<file path="config.mk">
export PLATFORM = sky130hd
export DESIGN_NAME = mpool_ctrl
export DESIGN_NICKNAME = d
export VERILOG_FILES = /design/src/sv/mpool_pkg.sv /design/src/sv/mpool_ctrl.sv
export SDC_FILE = /design/constraint.sdc
export NUM_CORES = 1
export LEC_CHECK = 0
export ABC_AREA = 0
export BUFFER_PORTS_ARGS = -buffer_cell sky130_fd_sc_hd__buf_4
export CAP_MARGIN = 30
export CELL_PAD_IN_SITES_DETAIL_PLACEMENT = 0
export CELL_PAD_IN_SITES_GLOBAL_PLACEMENT = 1
export CORE_MARGIN = 8
export CORE_UTILIZATION = 40
export DETAILED_ROUTE_END_ITERATION = 8
export PLACE_DENSITY_LB_ADDON = 0.1
export SYNTH_ARGS = -nofsm -noshare
export SYNTH_HDL_FRONTEND = slang
export SYNTH_SLANG_ARGS = --single-unit
</file>
<file path="constraint.sdc">
create_clock -name clock -period 13.9 [get_ports clock]
set_input_delay 2.78 -clock clock [delete_from_list [all_inputs] [get_ports clock]]
set_output_delay 2.78 -clock clock [all_outputs]
set_load 0.02 [all_outputs]
</file>
<file path="src/sv/mpool_pkg.sv">
`timescale 1ns / 1ps
// Shared types and constants for the streaming 2-D max pooling block.
package mpool_pkg;

   localparam int SAMPLE_W   = 16;
   localparam int IDX_W      = 6;
   localparam int CSR_DATA_W = 7;
   localparam int CSR_ADDR_W = 3;
   localparam int DIM_CFG_W  = 7;
   localparam int POOL_CFG_W = 4;

   localparam logic [SAMPLE_W-1:0] EMBED_OFFSET = 16'h4000;

   typedef enum logic [CSR_ADDR_W-1:0] {
      REG_CHANNEL_COUNT    = 3'd0,
      REG_MAP_HEIGHT       = 3'd1,
      REG_MAP_WIDTH        = 3'd2,
      REG_POOL_STRIDE      = 3'd3,
      REG_POOL_KERNEL      = 3'd4,
      REG_INPUT_TRANSPOSED = 3'd5,
      REG_EMBED_ADJUST     = 3'd6
   } reg_index_type;

   typedef enum logic [1:0] {
      ADJ_NONE    = 2'd0,
      ADJ_SUB_IN  = 2'd1,
      ADJ_ADD_OUT = 2'd2
   } adjust_type;

   typedef struct packed {
      logic [DIM_CFG_W-1:0]  channel_count;
      logic [DIM_CFG_W-1:0]  map_height;
      logic [DIM_CFG_W-1:0]  map_width;
      logic [POOL_CFG_W-1:0] pool_stride;
      logic [POOL_CFG_W-1:0] pool_kernel;
      logic                  input_transposed;
      logic [1:0]            embed_adjust;
   } cfg_type;

   localparam cfg_type CFG_RESET = '{
      channel_count:    7'd1,
      map_height:       7'd8,
      map_width:        7'd8,
      pool_stride:      4'd2,
      pool_kernel:      4'd2,
      input_transposed: 1'b0,
      embed_adjust:     2'd0
   };

   // Window status of the word at the head of the stream.
   typedef struct packed {
      logic             hit;
      logic             first;
      logic             last;
      logic [IDX_W-1:0] row;
      logic [IDX_W-1:0] col;
      logic [IDX_W-1:0] chan;
   } win_type;

   typedef struct packed {
      logic s1_valid;
      logic s1_result;
   } stat_type;

endpackage

</file>
<file path="src/sv/mpool_ctrl.sv">
`timescale 1ns / 1ps
// Stream position counters and window decode for the max pooling block.
module mpool_ctrl #(
   parameter int MAX_DIM = 64,
   parameter int MAX_CHANNELS = 64,
   localparam int PW = $clog2(MAX_DIM),
   localparam int CW = (MAX_CHANNELS > 1) ? $clog2(MAX_CHANNELS) : 1
) (
   input  logic                clock,
   input  logic                reset,
   input  logic                restart,
   input  logic                advance,
   input  mpool_pkg::cfg_type  cfg,
   output mpool_pkg::win_type  win,
   output logic [PW+CW-1:0]    slot
);

   localparam int DEW = (PW + 1 > mpool_pkg::DIM_CFG_W) ? PW + 1 : mpool_pkg::DIM_CFG_W;
   localparam int CEW = (CW + 1 > mpool_pkg::DIM_CFG_W) ? CW + 1 : mpool_pkg::DIM_CFG_W;
   localparam int IW  = (PW > mpool_pkg::IDX_W) ? PW : mpool_pkg::IDX_W;
   localparam int CIW = (CW > mpool_pkg::IDX_W) ? CW : mpool_pkg::IDX_W;

   logic [CW-1:0] chan_ff, chan_in;
   logic [PW-1:0] inner_pos_ff, inner_pos_in;
   logic [PW-1:0] outer_pos_ff, outer_pos_in;
   logic [PW-1:0] pool_inner_ff, pool_inner_in;
   logic [PW-1:0] pool_outer_ff, pool_outer_in;
   logic [mpool_pkg::POOL_CFG_W-1:0] inner_phase_ff, inner_phase_in;
   logic [mpool_pkg::POOL_CFG_W-1:0] outer_phase_ff, outer_phase_in;

   logic [CEW-1:0] chans_raw, chans_eff;
   logic [DEW-1:0] height_raw, height_eff, width_raw, width_eff;
   logic [DEW-1:0] outer_dim, inner_dim;
   logic [mpool_pkg::POOL_CFG_W-1:0] stride_eff, kern_raw, kern_eff;
   logic           fit_outer, fit_inner, hit;
   logic           chan_end, inner_end, outer_end, inner_wrap, outer_wrap;
   logic [IW-1:0]  row_x, col_x;
   logic [CIW-1:0] chan_x;

   // Effective sizes: zero acts as one, oversize clamps, kernel never exceeds stride.
   always_comb begin
      chans_raw  = CEW'(cfg.channel_count);
      height_raw = DEW'(cfg.map_height);
      width_raw  = DEW'(cfg.map_width);
      if (chans_raw == '0) begin
         chans_eff = CEW'(1);
      end else if (chans_raw > CEW'(MAX_CHANNELS)) begin
         chans_eff = CEW'(MAX_CHANNELS);
      end else begin
         chans_eff = chans_raw;
      end
      if (height_raw == '0) begin
         height_eff = DEW'(1);
      end else if (height_raw > DEW'(MAX_DIM)) begin
         height_eff = DEW'(MAX_DIM);
      end else begin
         height_eff = height_raw;
      end
      if (width_raw == '0) begin
         width_eff = DEW'(1);
      end else if (width_raw > DEW'(MAX_DIM)) begin
         width_eff = DEW'(MAX_DIM);
      end else begin
         width_eff = width_raw;
      end
      stride_eff = (cfg.pool_stride == '0) ? 4'd1 : cfg.pool_stride;
      kern_raw   = (cfg.pool_kernel == '0) ? 4'd1 : cfg.pool_kernel;
      kern_eff   = (kern_raw > stride_eff) ? stride_eff : kern_raw;
      outer_dim  = cfg.input_transposed ? width_eff : height_eff;
      inner_dim  = cfg.input_transposed ? height_eff : width_eff;
   end

   // A window counts only if its whole stride fits inside the map.
   always_comb begin
      fit_outer = (DEW'(outer_pos_ff - PW'(outer_phase_ff)) + DEW'(stride_eff)) <= outer_dim;
      fit_inner = (DEW'(inner_pos_ff - PW'(inner_phase_ff)) + DEW'(stride_eff)) <= inner_dim;
      hit = fit_outer && fit_inner && (outer_phase_ff < kern_eff) && (inner_phase_ff < kern_eff);
      row_x  = cfg.input_transposed ? IW'(pool_inner_ff) : IW'(pool_outer_ff);
      col_x  = cfg.input_transposed ? IW'(pool_outer_ff) : IW'(pool_inner_ff);
      chan_x = CIW'(chan_ff);
      win.hit   = hit;
      win.first = hit && (outer_phase_ff == '0) && (inner_phase_ff == '0);
      win.last  = hit && (outer_phase_ff == kern_eff - 4'd1) &&
                  (inner_phase_ff == kern_eff - 4'd1);
      win.row   = row_x[mpool_pkg::IDX_W-1:0];
      win.col   = col_x[mpool_pkg::IDX_W-1:0];
      win.chan  = chan_x[mpool_pkg::IDX_W-1:0];
      slot      = {pool_inner_ff, chan_ff};
   end

   always_comb begin
      chan_end   = (CEW'(chan_ff) + CEW'(1)) >= chans_eff;
      inner_end  = (DEW'(inner_pos_ff) + DEW'(1)) >= inner_dim;
      outer_end  = (DEW'(outer_pos_ff) + DEW'(1)) >= outer_dim;
      inner_wrap = (inner_phase_ff + 4'd1) >= stride_eff;
      outer_wrap = (outer_phase_ff + 4'd1) >= stride_eff;

      chan_in        = chan_ff;
      inner_pos_in   = inner_pos_ff;
      inner_phase_in = inner_phase_ff;
      pool_inner_in  = pool_inner_ff;
      outer_pos_in   = outer_pos_ff;
      outer_phase_in = outer_phase_ff;
      pool_outer_in  = pool_outer_ff;

      if (advance) begin
         if (!chan_end) begin
            chan_in = chan_ff + CW'(1);
         end else begin
            chan_in = '0;
            if (!inner_end) begin
               inner_pos_in   = inner_pos_ff + PW'(1);
               inner_phase_in = inner_wrap ? '0 : inner_phase_ff + 4'd1;
               pool_inner_in  = inner_wrap ? pool_inner_ff + PW'(1) : pool_inner_ff;
            end else begin
               inner_pos_in   = '0;
               inner_phase_in = '0;
               pool_inner_in  = '0;
               if (!outer_end) begin
                  outer_pos_in   = outer_pos_ff + PW'(1);
                  outer_phase_in = outer_wrap ? '0 : outer_phase_ff + 4'd1;
                  pool_outer_in  = outer_wrap ? pool_outer_ff + PW'(1) : pool_outer_ff;
               end else begin
                  outer_pos_in   = '0;
                  outer_phase_in = '0;
                  pool_outer_in  = '0;
               end
            end
         end
      end
   end

   always_ff @(posedge clock) begin
      if (reset || restart) begin
         chan_ff        <= '0;
         inner_pos_ff   <= '0;
         inner_phase_ff <= '0;
         pool_inner_ff  <= '0;
         outer_pos_ff   <= '0;
         outer_phase_ff <= '0;
         pool_outer_ff  <= '0;
      end else begin
         chan_ff        <= chan_in;
         inner_pos_ff   <= inner_pos_in;
         inner_phase_ff <= inner_phase_in;
         pool_inner_ff  <= pool_inner_in;
         outer_pos_ff   <= outer_pos_in;
         outer_phase_ff <= outer_phase_in;
         pool_outer_ff  <= pool_outer_in;
      end
   end

endmodule

</file>
# Word level (Yosys, flattened, before mapping)
# Index checks and enable logic that the tools add are counted.
# word_totals
inputBits,36
wordCells,82
reg_bits,38
output_inout_bits,33
# classes
n_reduce_logical,21
eq_ne,2
magnitude_cmp,13
n_addsub,15
muxes,24
# ops
op,count
$mux 7,8
$mux 6,9
$add 6x1->6 const B,5
$mux 4,7
$add 6x1->7 const B,3
$ge 7x7->1,3
$gt 7x7->1 const B,3
$logic_not 7->1,3
$logic_not 4->1,4
$add 7x4->7,2
$le 7x7->1,2
$sub 6x4->7,2
$add 4x1->4 const B,2
$eq 4x4->1,2
$ge 4x4->1,2
$lt 4x4->1,2
$logic_and 1x1->1,7
$reduce_and 3->1,2
$gt 4x4->1,1
$reduce_and 4->1,1
$reduce_bool 2->1,2
$sub 4x1->4 const B,1
$reduce_and 2->1,1
$logic_or 1x1->1,1

# Logic depth before layout (Yosys ltp)
# Gate-level depths: netlist of the first run.
# logic_depth
word_depth,10
ltp_mapped,19
mapped_depth_nobuf,19

# Worst setup path after synthesis of the first run
# OpenSTA, ideal clock, no wires.
# synth_path
kind,input port to output port
startpoint,input port cfg[8] in the netlist's numbering
endpoint,output port win[19] in the netlist's numbering
t_required_ns,11.120
arrival_time_ns,5.900
path_buffers,0
path_slack_ns,5.220
stages,19
path_cell_list,nor3_2 nor2_1 inv_1 ha_1 ha_1 inv_1 fa_1 inv_1 a21o_1 a21oi_1 o21bai_1 a21oi_1 xnor2_1 ha_1 nand3_1 a21oi_1 a211oi_1 o211a_1 and4_1
# synth_lines
item,line_no,rtl
"start, declared",mpool_ctrl.sv:13,"input mpool_pkg::cfg_type cfg,"
"end, declared",mpool_ctrl.sv:14,"output mpool_pkg::win_type win,"

==> results.py, run 1 <==
metrics = {
    "floorplan": {
        "dieArea_um2": 14900,
        "die_w_um": 122,
        "core_um2": 10900,
        "io_pins": 69,
        "rows": 38,
        "start_util_pct": 41.2,
        "floorplan.die.height_um": 122,
    },
    "yosys": {
        "synth_ff_type": "dfxtp_1",
        "ys_seq_elements": 38,
        "synth-simple-area-share_pct": 18.3,
        "synth_top_family_by_area": "adder cells",
        "synth_area_um2": 4500,
        "yosysUniqueCellTypes": 51,
        "synth_area_per_cell_um2": 8.01,
        "synth_top_area_share_pct": 21.7,
        "yosys-mux-area-fraction_pct": 4.61,
        "synth.net_count": 684,
        "synthCells": 562,
        "netlist_top_cells_area": "ha_1, dfxtp_1, a21oi_1",
        "yosysTopAreaCell": "ha_1",
        "synth_compound_area_share_pct": 21.8,
        "synth_xor_area_share_pct": 5.64,
        "synth_seq_area_share_pct": 16.9,
        "synth_edf_count": 0,
        "yosysMostFrequentCell": "ha_1",
        "synth_fa_ha_area_share_pct": 25.2,
        "synth_common_cells": "ha_1, a21oi_1, inv_1",
        "postSynth.asyncResetShare_pct": 0,
        "yosys_warnings": 0,
    },
    "layout": {
        "area_growth_pct": 16.3,
        "finalNonFillerCells": 751,
        "drive_gt1_share_pct": 15.5,
        "fin_util_pct": 47.9,
        "final_cell_area_um2": 5240,
        "antenna_cells": 0,
        "nets": 732,
    },
    "place": {
        "hpwlAfterDp_um": 9680,
        "dp.cells": 743,
        "place_congestion": 0.835,
        "io_buffer_count": 66,
        "dpl_worst_slack_ns": 4.41,
        "placed_cell_area_um2": 5040,
    },
    "route": {
        "drt_iter0_drc": 167,
        "ant_nets": 0,
        "routed_via_density": 5.50,
        "drc": 0,
        "num_vias": 4128,
        "wl_per_cell_um": 15.9,
        "routed_wl_um": 11900,
        "dr.pass1.iters": 4,
    },
    "worst_setup_path": {
        "critPathRequiredTime_ns": 11.12,
        "worstSetupStartpointType": "input pin",
        "r2r_end": "inner_pos_ff[5]$_SDFFE_PP0P_",
        "arrival_ns": 6.65,
        "worstSetupEndpointType": "output port",
        "critical-path-top-delay-family": "compound AO/OA/AOI/OAI gates",
        "slowest_stage": "nor3_2",
        "rr_startpoint": "chan_ff[0]$_SDFFE_PP0P_",
        "worstSetupPathType": "in -> out",
        "cp_max_fo": 6,
        "cp_cell_sequence": "buf_4, nor3_2, nor2_1, inv_1, ha_1, ha_1, inv_1, fa_1, inv_1, a21o_1, a21oi_1, o21bai_1, a21oi_1, xnor2_1, ha_1, nand3_1, a21oi_1, a211oi_1, o211a_1, and4_1, buf_4",
        "rr_worst_depth": 11,
        "r2r_slack_ns": 10.61,
        "cpPeakStageDelay_ns": 0.44,
        "worst-path-buf-inv": 5,
    },
    "min_path": {
        "whs_path_depth": 2,
        "min_from": "outer_pos_ff[5]$_SDFFE_PP0P_",
        "hp-class": "reg -> reg",
        "min_to": "outer_pos_ff[5]$_SDFFE_PP0P_",
    },
    "clock_network": {
        "cts_sinks": 38,
        "htree_levels": 2,
        "cts_hold_buf": 0,
        "clk_latency_ns": 0.29,
        "cts_buffer_depth": 2,
        "numCtsBuffers": 5,
        "cts_tree": "done",
        "postCtsSetupRepairBufs": 0,
        "root_buffer": "clkbuf_16",
        "path_clk_slew_ns": 0.06,
        "cts_resized": 0,
    },
    "global_routing": {
        "grt_util_met3_pct": 2.59,
        "busiest_layer": "met2",
        "grt_start_max_net_pins": 37,
        "antenna_found_initial": 0,
        "gr-total-overflow": 0,
        "met2_usage_pct": 29.5,
        "grt_pass1_wl_um": 20000,
        "grt_usage_pct": 16.4,
        "met1_usage_pct": 19.9,
        "grt_pass1_vias": 4156,
    },
    "sta": {
        "period_needed_ns": 9.43,
        "hold_viol": 0,
        "rsz0062_at_grt": "false",
        "max_freq_mhz": 106,
        "fin_setup_tns_ns": 0,
        "fin_skew_ns": 0.00696,
        "slew_headroom_pct": 43.2,
        "fin_crit_sh_pct": 67.8,
        "worst_slew_pin_slew_ns": 0.853,
        "slew_viol_final": 0,
        "finalSetupViolations": 0,
        "fin_ws_ns": 4.47,
    },
    "pwr": {
        "powerDensity_nw_per_um2": 69.7,
        "irDropWorstVdd_v": 0.0000466,
        "leakage_nw": 2.44,
    },
    "run": {
        "drv_cap": 0,
    },
    "outcome": {
        "status": "complete, no violations",
    },
}
[metrics by stage]
| step | hold slack [ns] | power, mW |
|---|---|---|
| after floorplan | 0.449 | 0.184 |
| after detailed placement | 0.475 | 0.213 |
| after CTS | 0.483 | 0.368 |
| after global placement | 0.462 | 0.210 |
| final | 0.486 | 0.365 |
| after global routing | 0.523 | 0.385 |
[tightest hold or removal path: cells and delay by family (launching register included)]
family	cells	cell delay, ns
flip-flops	1	0.32
AO/OA/AOI/OAI	1	0.05
AND/OR/NAND/NOR	1	0.06
[cells by family after synthesis]
| logic type | Yosys count |
|---|---|
| AOI/OAI and AO/OA | 153 |
| xor gates and xnor gates | 29 |
| adders and majority gates | 86 |
| buffers and inverters | 79 |
| DFF | 38 |
| muxes | 19 |
| and+or+nand+nor | 158 |
[registers in the layout, summed over array words and instances (netlist names)]
| register | count |
|---|---|
| pool_outer_ff | 6 |
| inner_phase_ff | 4 |
| chan_ff | 6 |
| outer_phase_ff | 4 |
| pool_inner_ff | 6 |
| outer_pos_ff | 6 |
| inner_pos_ff | 6 |
[how the worst max path moves through the flow]
| stage | startpoint | end | slack (ns) | cells past startpoint |
|---|---|---|---|---|
| 2_1_floorplan | cfg[8] | win[19] | 5.22 | 19 |
| 3_3_place_gp | cfg[8] | win[19] | 4.51 | 21 |
| 3_5_place_dp | cfg[8] | win[19] | 4.41 | 21 |
| 4_1_cts | cfg[8] | win[19] | 4.41 | 21 |
| 5_1_grt | cfg[8] | win[18] | 4.14 | 21 |
| 6_report | cfg[8] | win[19] | 4.47 | 21 |
[layout by cell type, fill, tap and decap left out, drive strengths merged, types with 3 or more instances in the layout]
cell,Yosys,routed
nor3,16,16
ha,78,78
o21bai,6,6
a21o,17,17
o21ai,26,26
and3,6,6
nor3b,10,10
a211o,3,3
clkbuf,12,6
nand2b,6,6
a31oi,14,14
mux2i,5,5
nand4b,7,7
inv,54,54
dfxtp,38,38
xor2,7,7
and4,3,3
o22ai,3,3
nor2,27,27
or2,3,3
a21oi,55,55
or3,7,7
nand4,3,3
mux2,14,14
a211oi,7,7
a22o,8,8
nor2b,3,3
buf,13,66
xnor2,22,22
nand2,33,33
nand3,29,29
and2,4,4
fa,8,8
[power breakdown]
part | internal [mW] | switching, mW | total, mW
Combinational | 0.0432 | 0.0567 | 0.0999
Sequential | 0.109 | 0.000741 | 0.110
Clock | 0.108 | 0.0472 | 0.155
Total | 0.260 | 0.105 | 0.365
[routing by layer]
layer	vias up	routed length [um]
li1	2116	-
met1	1939	5540
met2	65	5790
met3	8	479
met4	0	106
met5	-	0
[layout make-up]
cell class,instances,area [um^2]
clock buffers,6,139
clock inverters,2,60.1
fillers,1120,5700
inverters,54,203
multi-input cells,445,3400
flip-flops and latches,38,761
well taps,140,175
repair buffers,66,495
Note: power is estimated with default switching activity, not from simulation.
==> inputs of run 2 (changes only) <==
--- a/config.mk
+++ b/config.mk
@@ -11,7 +11,7 @@
 export CELL_PAD_IN_SITES_DETAIL_PLACEMENT = 0
 export CELL_PAD_IN_SITES_GLOBAL_PLACEMENT = 1
 export CORE_MARGIN = 8
-export CORE_UTILIZATION = 40
+export CORE_UTILIZATION = 39
 export DETAILED_ROUTE_END_ITERATION = 8
 export PLACE_DENSITY_LB_ADDON = 0.1
 export SYNTH_ARGS = -nofsm -noshare
==> constraint.sdc (replaced) <==
create_clock -name clock -period 7.9 [get_ports clock]
set_input_delay 1.58 -clock clock [delete_from_list [all_inputs] [get_ports clock]]
set_output_delay 1.58 -clock clock [all_outputs]
set_load 0.02 [all_outputs]
==> run 2 against run 1 <==
Register-to-register slack got worse by 6.0 ns. Global-route usage down 0.48 points. Final cell count rose by 0.40%. Die area grew 2.2%. Setup slack got worse by 3.6 ns. Sequential power increased by 75%. Critical path depth did not move. First-iteration DRC count is 8.4% higher. Design area hardly changed. Routed wire length down 1.0%. Clock power increased by 74%. Count of clock-buffer cells in the layout unchanged.
==> results.py, run 2 (synthesized netlist as in run 1, its figures left out) <==
metrics = {
    "outcome": {
        "status": "complete, no violations",
    },
    "floorplan": {
        "floorplan.die.height_um": 123,
        "start_util_pct": 39.8,
        "rows": 39,
        "core_um2": 11300,
        "io_pins": 69,
        "dieArea_um2": 15200,
        "die_w_um": 123,
    },
    "sta": {
        "finalSetupViolations": 0,
        "period_needed_ns": 6.98,
        "rsz0062_at_grt": "false",
        "fin_setup_tns_ns": 0,
        "fin_crit_sh_pct": 88.4,
        "worst_slew_pin_slew_ns": 0.857,
        "slew_viol_final": 0,
        "fin_skew_ns": 0.00892,
        "max_freq_mhz": 143,
        "hold_viol": 0,
        "slew_headroom_pct": 42.9,
    },
    "clock_network": {
        "cts_sinks": 38,
        "numCtsBuffers": 5,
        "root_buffer": "clkbuf_16",
        "cts_resized": 0,
        "cts_buffer_depth": 2,
        "cts_hold_buf": 0,
        "postCtsSetupRepairBufs": 0,
        "cts_tree": "done",
        "htree_levels": 2,
        "clk_latency_ns": 0.28,
        "path_clk_slew_ns": 0.06,
    },
    "layout": {
        "finalNonFillerCells": 754,
        "multi_input_area_um2": 3400,
        "drive_gt1_share_pct": 15.5,
        "final_cell_mix": "ha_1, buf_4, inv_1, a21oi_1, dfxtp_1",
        "antenna_cells": 0,
        "mostFrequentLayoutCell": "ha_1",
        "area_growth_pct": 16.4,
        "register_area_um2": 761,
        "fillers": 1168,
        "nets": 732,
    },
    "route": {
        "routed_wl_um": 11800,
        "ant_nets": 0,
        "drc": 0,
        "routed_via_density": 5.48,
        "drt_iter0_drc": 181,
        "dr.pass1.iters": 5,
        "wl_per_cell_um": 15.6,
        "num_vias": 4129,
    },
    "worst_setup_path": {
        "critPathRequiredTime_ns": 6.32,
        "rr_worst_depth": 11,
        "arrival_ns": 5.40,
        "worstSetupStartpointType": "input pin",
        "worstSetupEndpointType": "output port",
        "cp_max_fo": 6,
        "worstSetupPathType": "in -> out",
    },
    "min_path": {
        "hp-class": "reg -> reg",
        "whs_path_depth": 2,
    },
    "global_routing": {
        "grt_pass1_vias": 4162,
        "antenna_found_initial": 0,
        "grt_usage_pct": 15.9,
        "gr-total-overflow": 0,
        "grt_pass1_wl_um": 19700,
        "grt_start_max_net_pins": 37,
    },
    "pwr": {
        "powerDensity_nw_per_um2": 122,
        "leakage_nw": 2.44,
        "irDropWorstVdd_v": 0.0000869,
    },
    "place": {
        "io_buffer_count": 66,
        "hpwlAfterDp_um": 9580,
        "place_congestion": 0.818,
        "dp.cells": 746,
    },
    "run": {
        "drv_cap": 0,
    },
}
run 2: cell counts in the layout (fill, tap and decap cells not counted):
Identical to the previous run, type by type.
run 2: path summary, 6_finish.rpt:
path,endpoint,slack [ns],start
setup / recovery,win[19],0.92,cfg[8]
hold / removal,outer_pos_ff[5]$_SDFFE_PP0P_,0.49,outer_pos_ff[5]$_SDFFE_PP0P_
setup reg to reg,pool_inner_ff[2]$_SDFFE_PP0P_,4.57,chan_ff[0]$_SDFFE_PP0P_
hold reg to reg,outer_pos_ff[5]$_SDFFE_PP0P_,0.49,outer_pos_ff[5]$_SDFFE_PP0P_
run 2: final cells by class:
cell class | instances | area share, %
Clock buffer | 6 | 2.65
Clock inverter | 2 | 1.15
Inverter | 54 | 3.87
Multi-Input combinational cell | 445 | 64.9
Sequential cell | 38 | 14.5
Tap cell | 143 | 3.41
Timing Repair Buffer | 66 | 9.46
run 2: where the power goes:
part / leakage (nW) / internal (mW) / switching, mW
clock network: 0.0971 / 0.190 / 0.0800
logic: 2.03 / 0.0763 / 0.0996
registers: 0.306 / 0.192 / 0.00128
run 2: stage by stage:
step	setup slack [ns]	cell area [um^2]	utilization [%]	hold slack [ns]	power [mW]
2_1_floorplan	1.62	4500	-	0.449	0.323
3_5_place_dp	0.838	5040	44.5	0.489	0.375
6_report	0.916	5240	46.3	0.495	0.639
5_1_grt	0.613	5240	46.3	0.522	0.676
4_1_cts	0.832	5240	46.3	0.502	0.647
3_3_place_gp	0.912	5040	44.5	0.462	0.370
run 2: metal layers:
| metal | up-vias | track usage [%] | share of wire, % |
|---|---|---|---|
| met4 | 0 | 3.09 | 0.91 |
| met1 | 1932 | 20.0 | 47 |
| met2 | 66 | 28.0 | 48 |
| met5 | - | 0 | 0 |
| met3 | 8 | 2.56 | 3.6 |
| li1 | 2123 | - | - |
run 2: worst max-delay path, stage by stage:
cell and delay, ns:
buf_4 0.14, nor3_2 0.40, nor2_1 0.21, inv_1 0.23, ha_1 0.30, ha_1 0.21
inv_1 0.07, fa_1 0.19, inv_1 0.05, a21oi_1 0.12, o21bai_1 0.11, a21o_1 0.19
a21oi_1 0.17, xnor2_1 0.14, ha_1 0.26, nand4_1 0.10, o22ai_1 0.10, o22ai_1 0.27
o211a_1 0.23, and4_1 0.18, buf_4 0.14
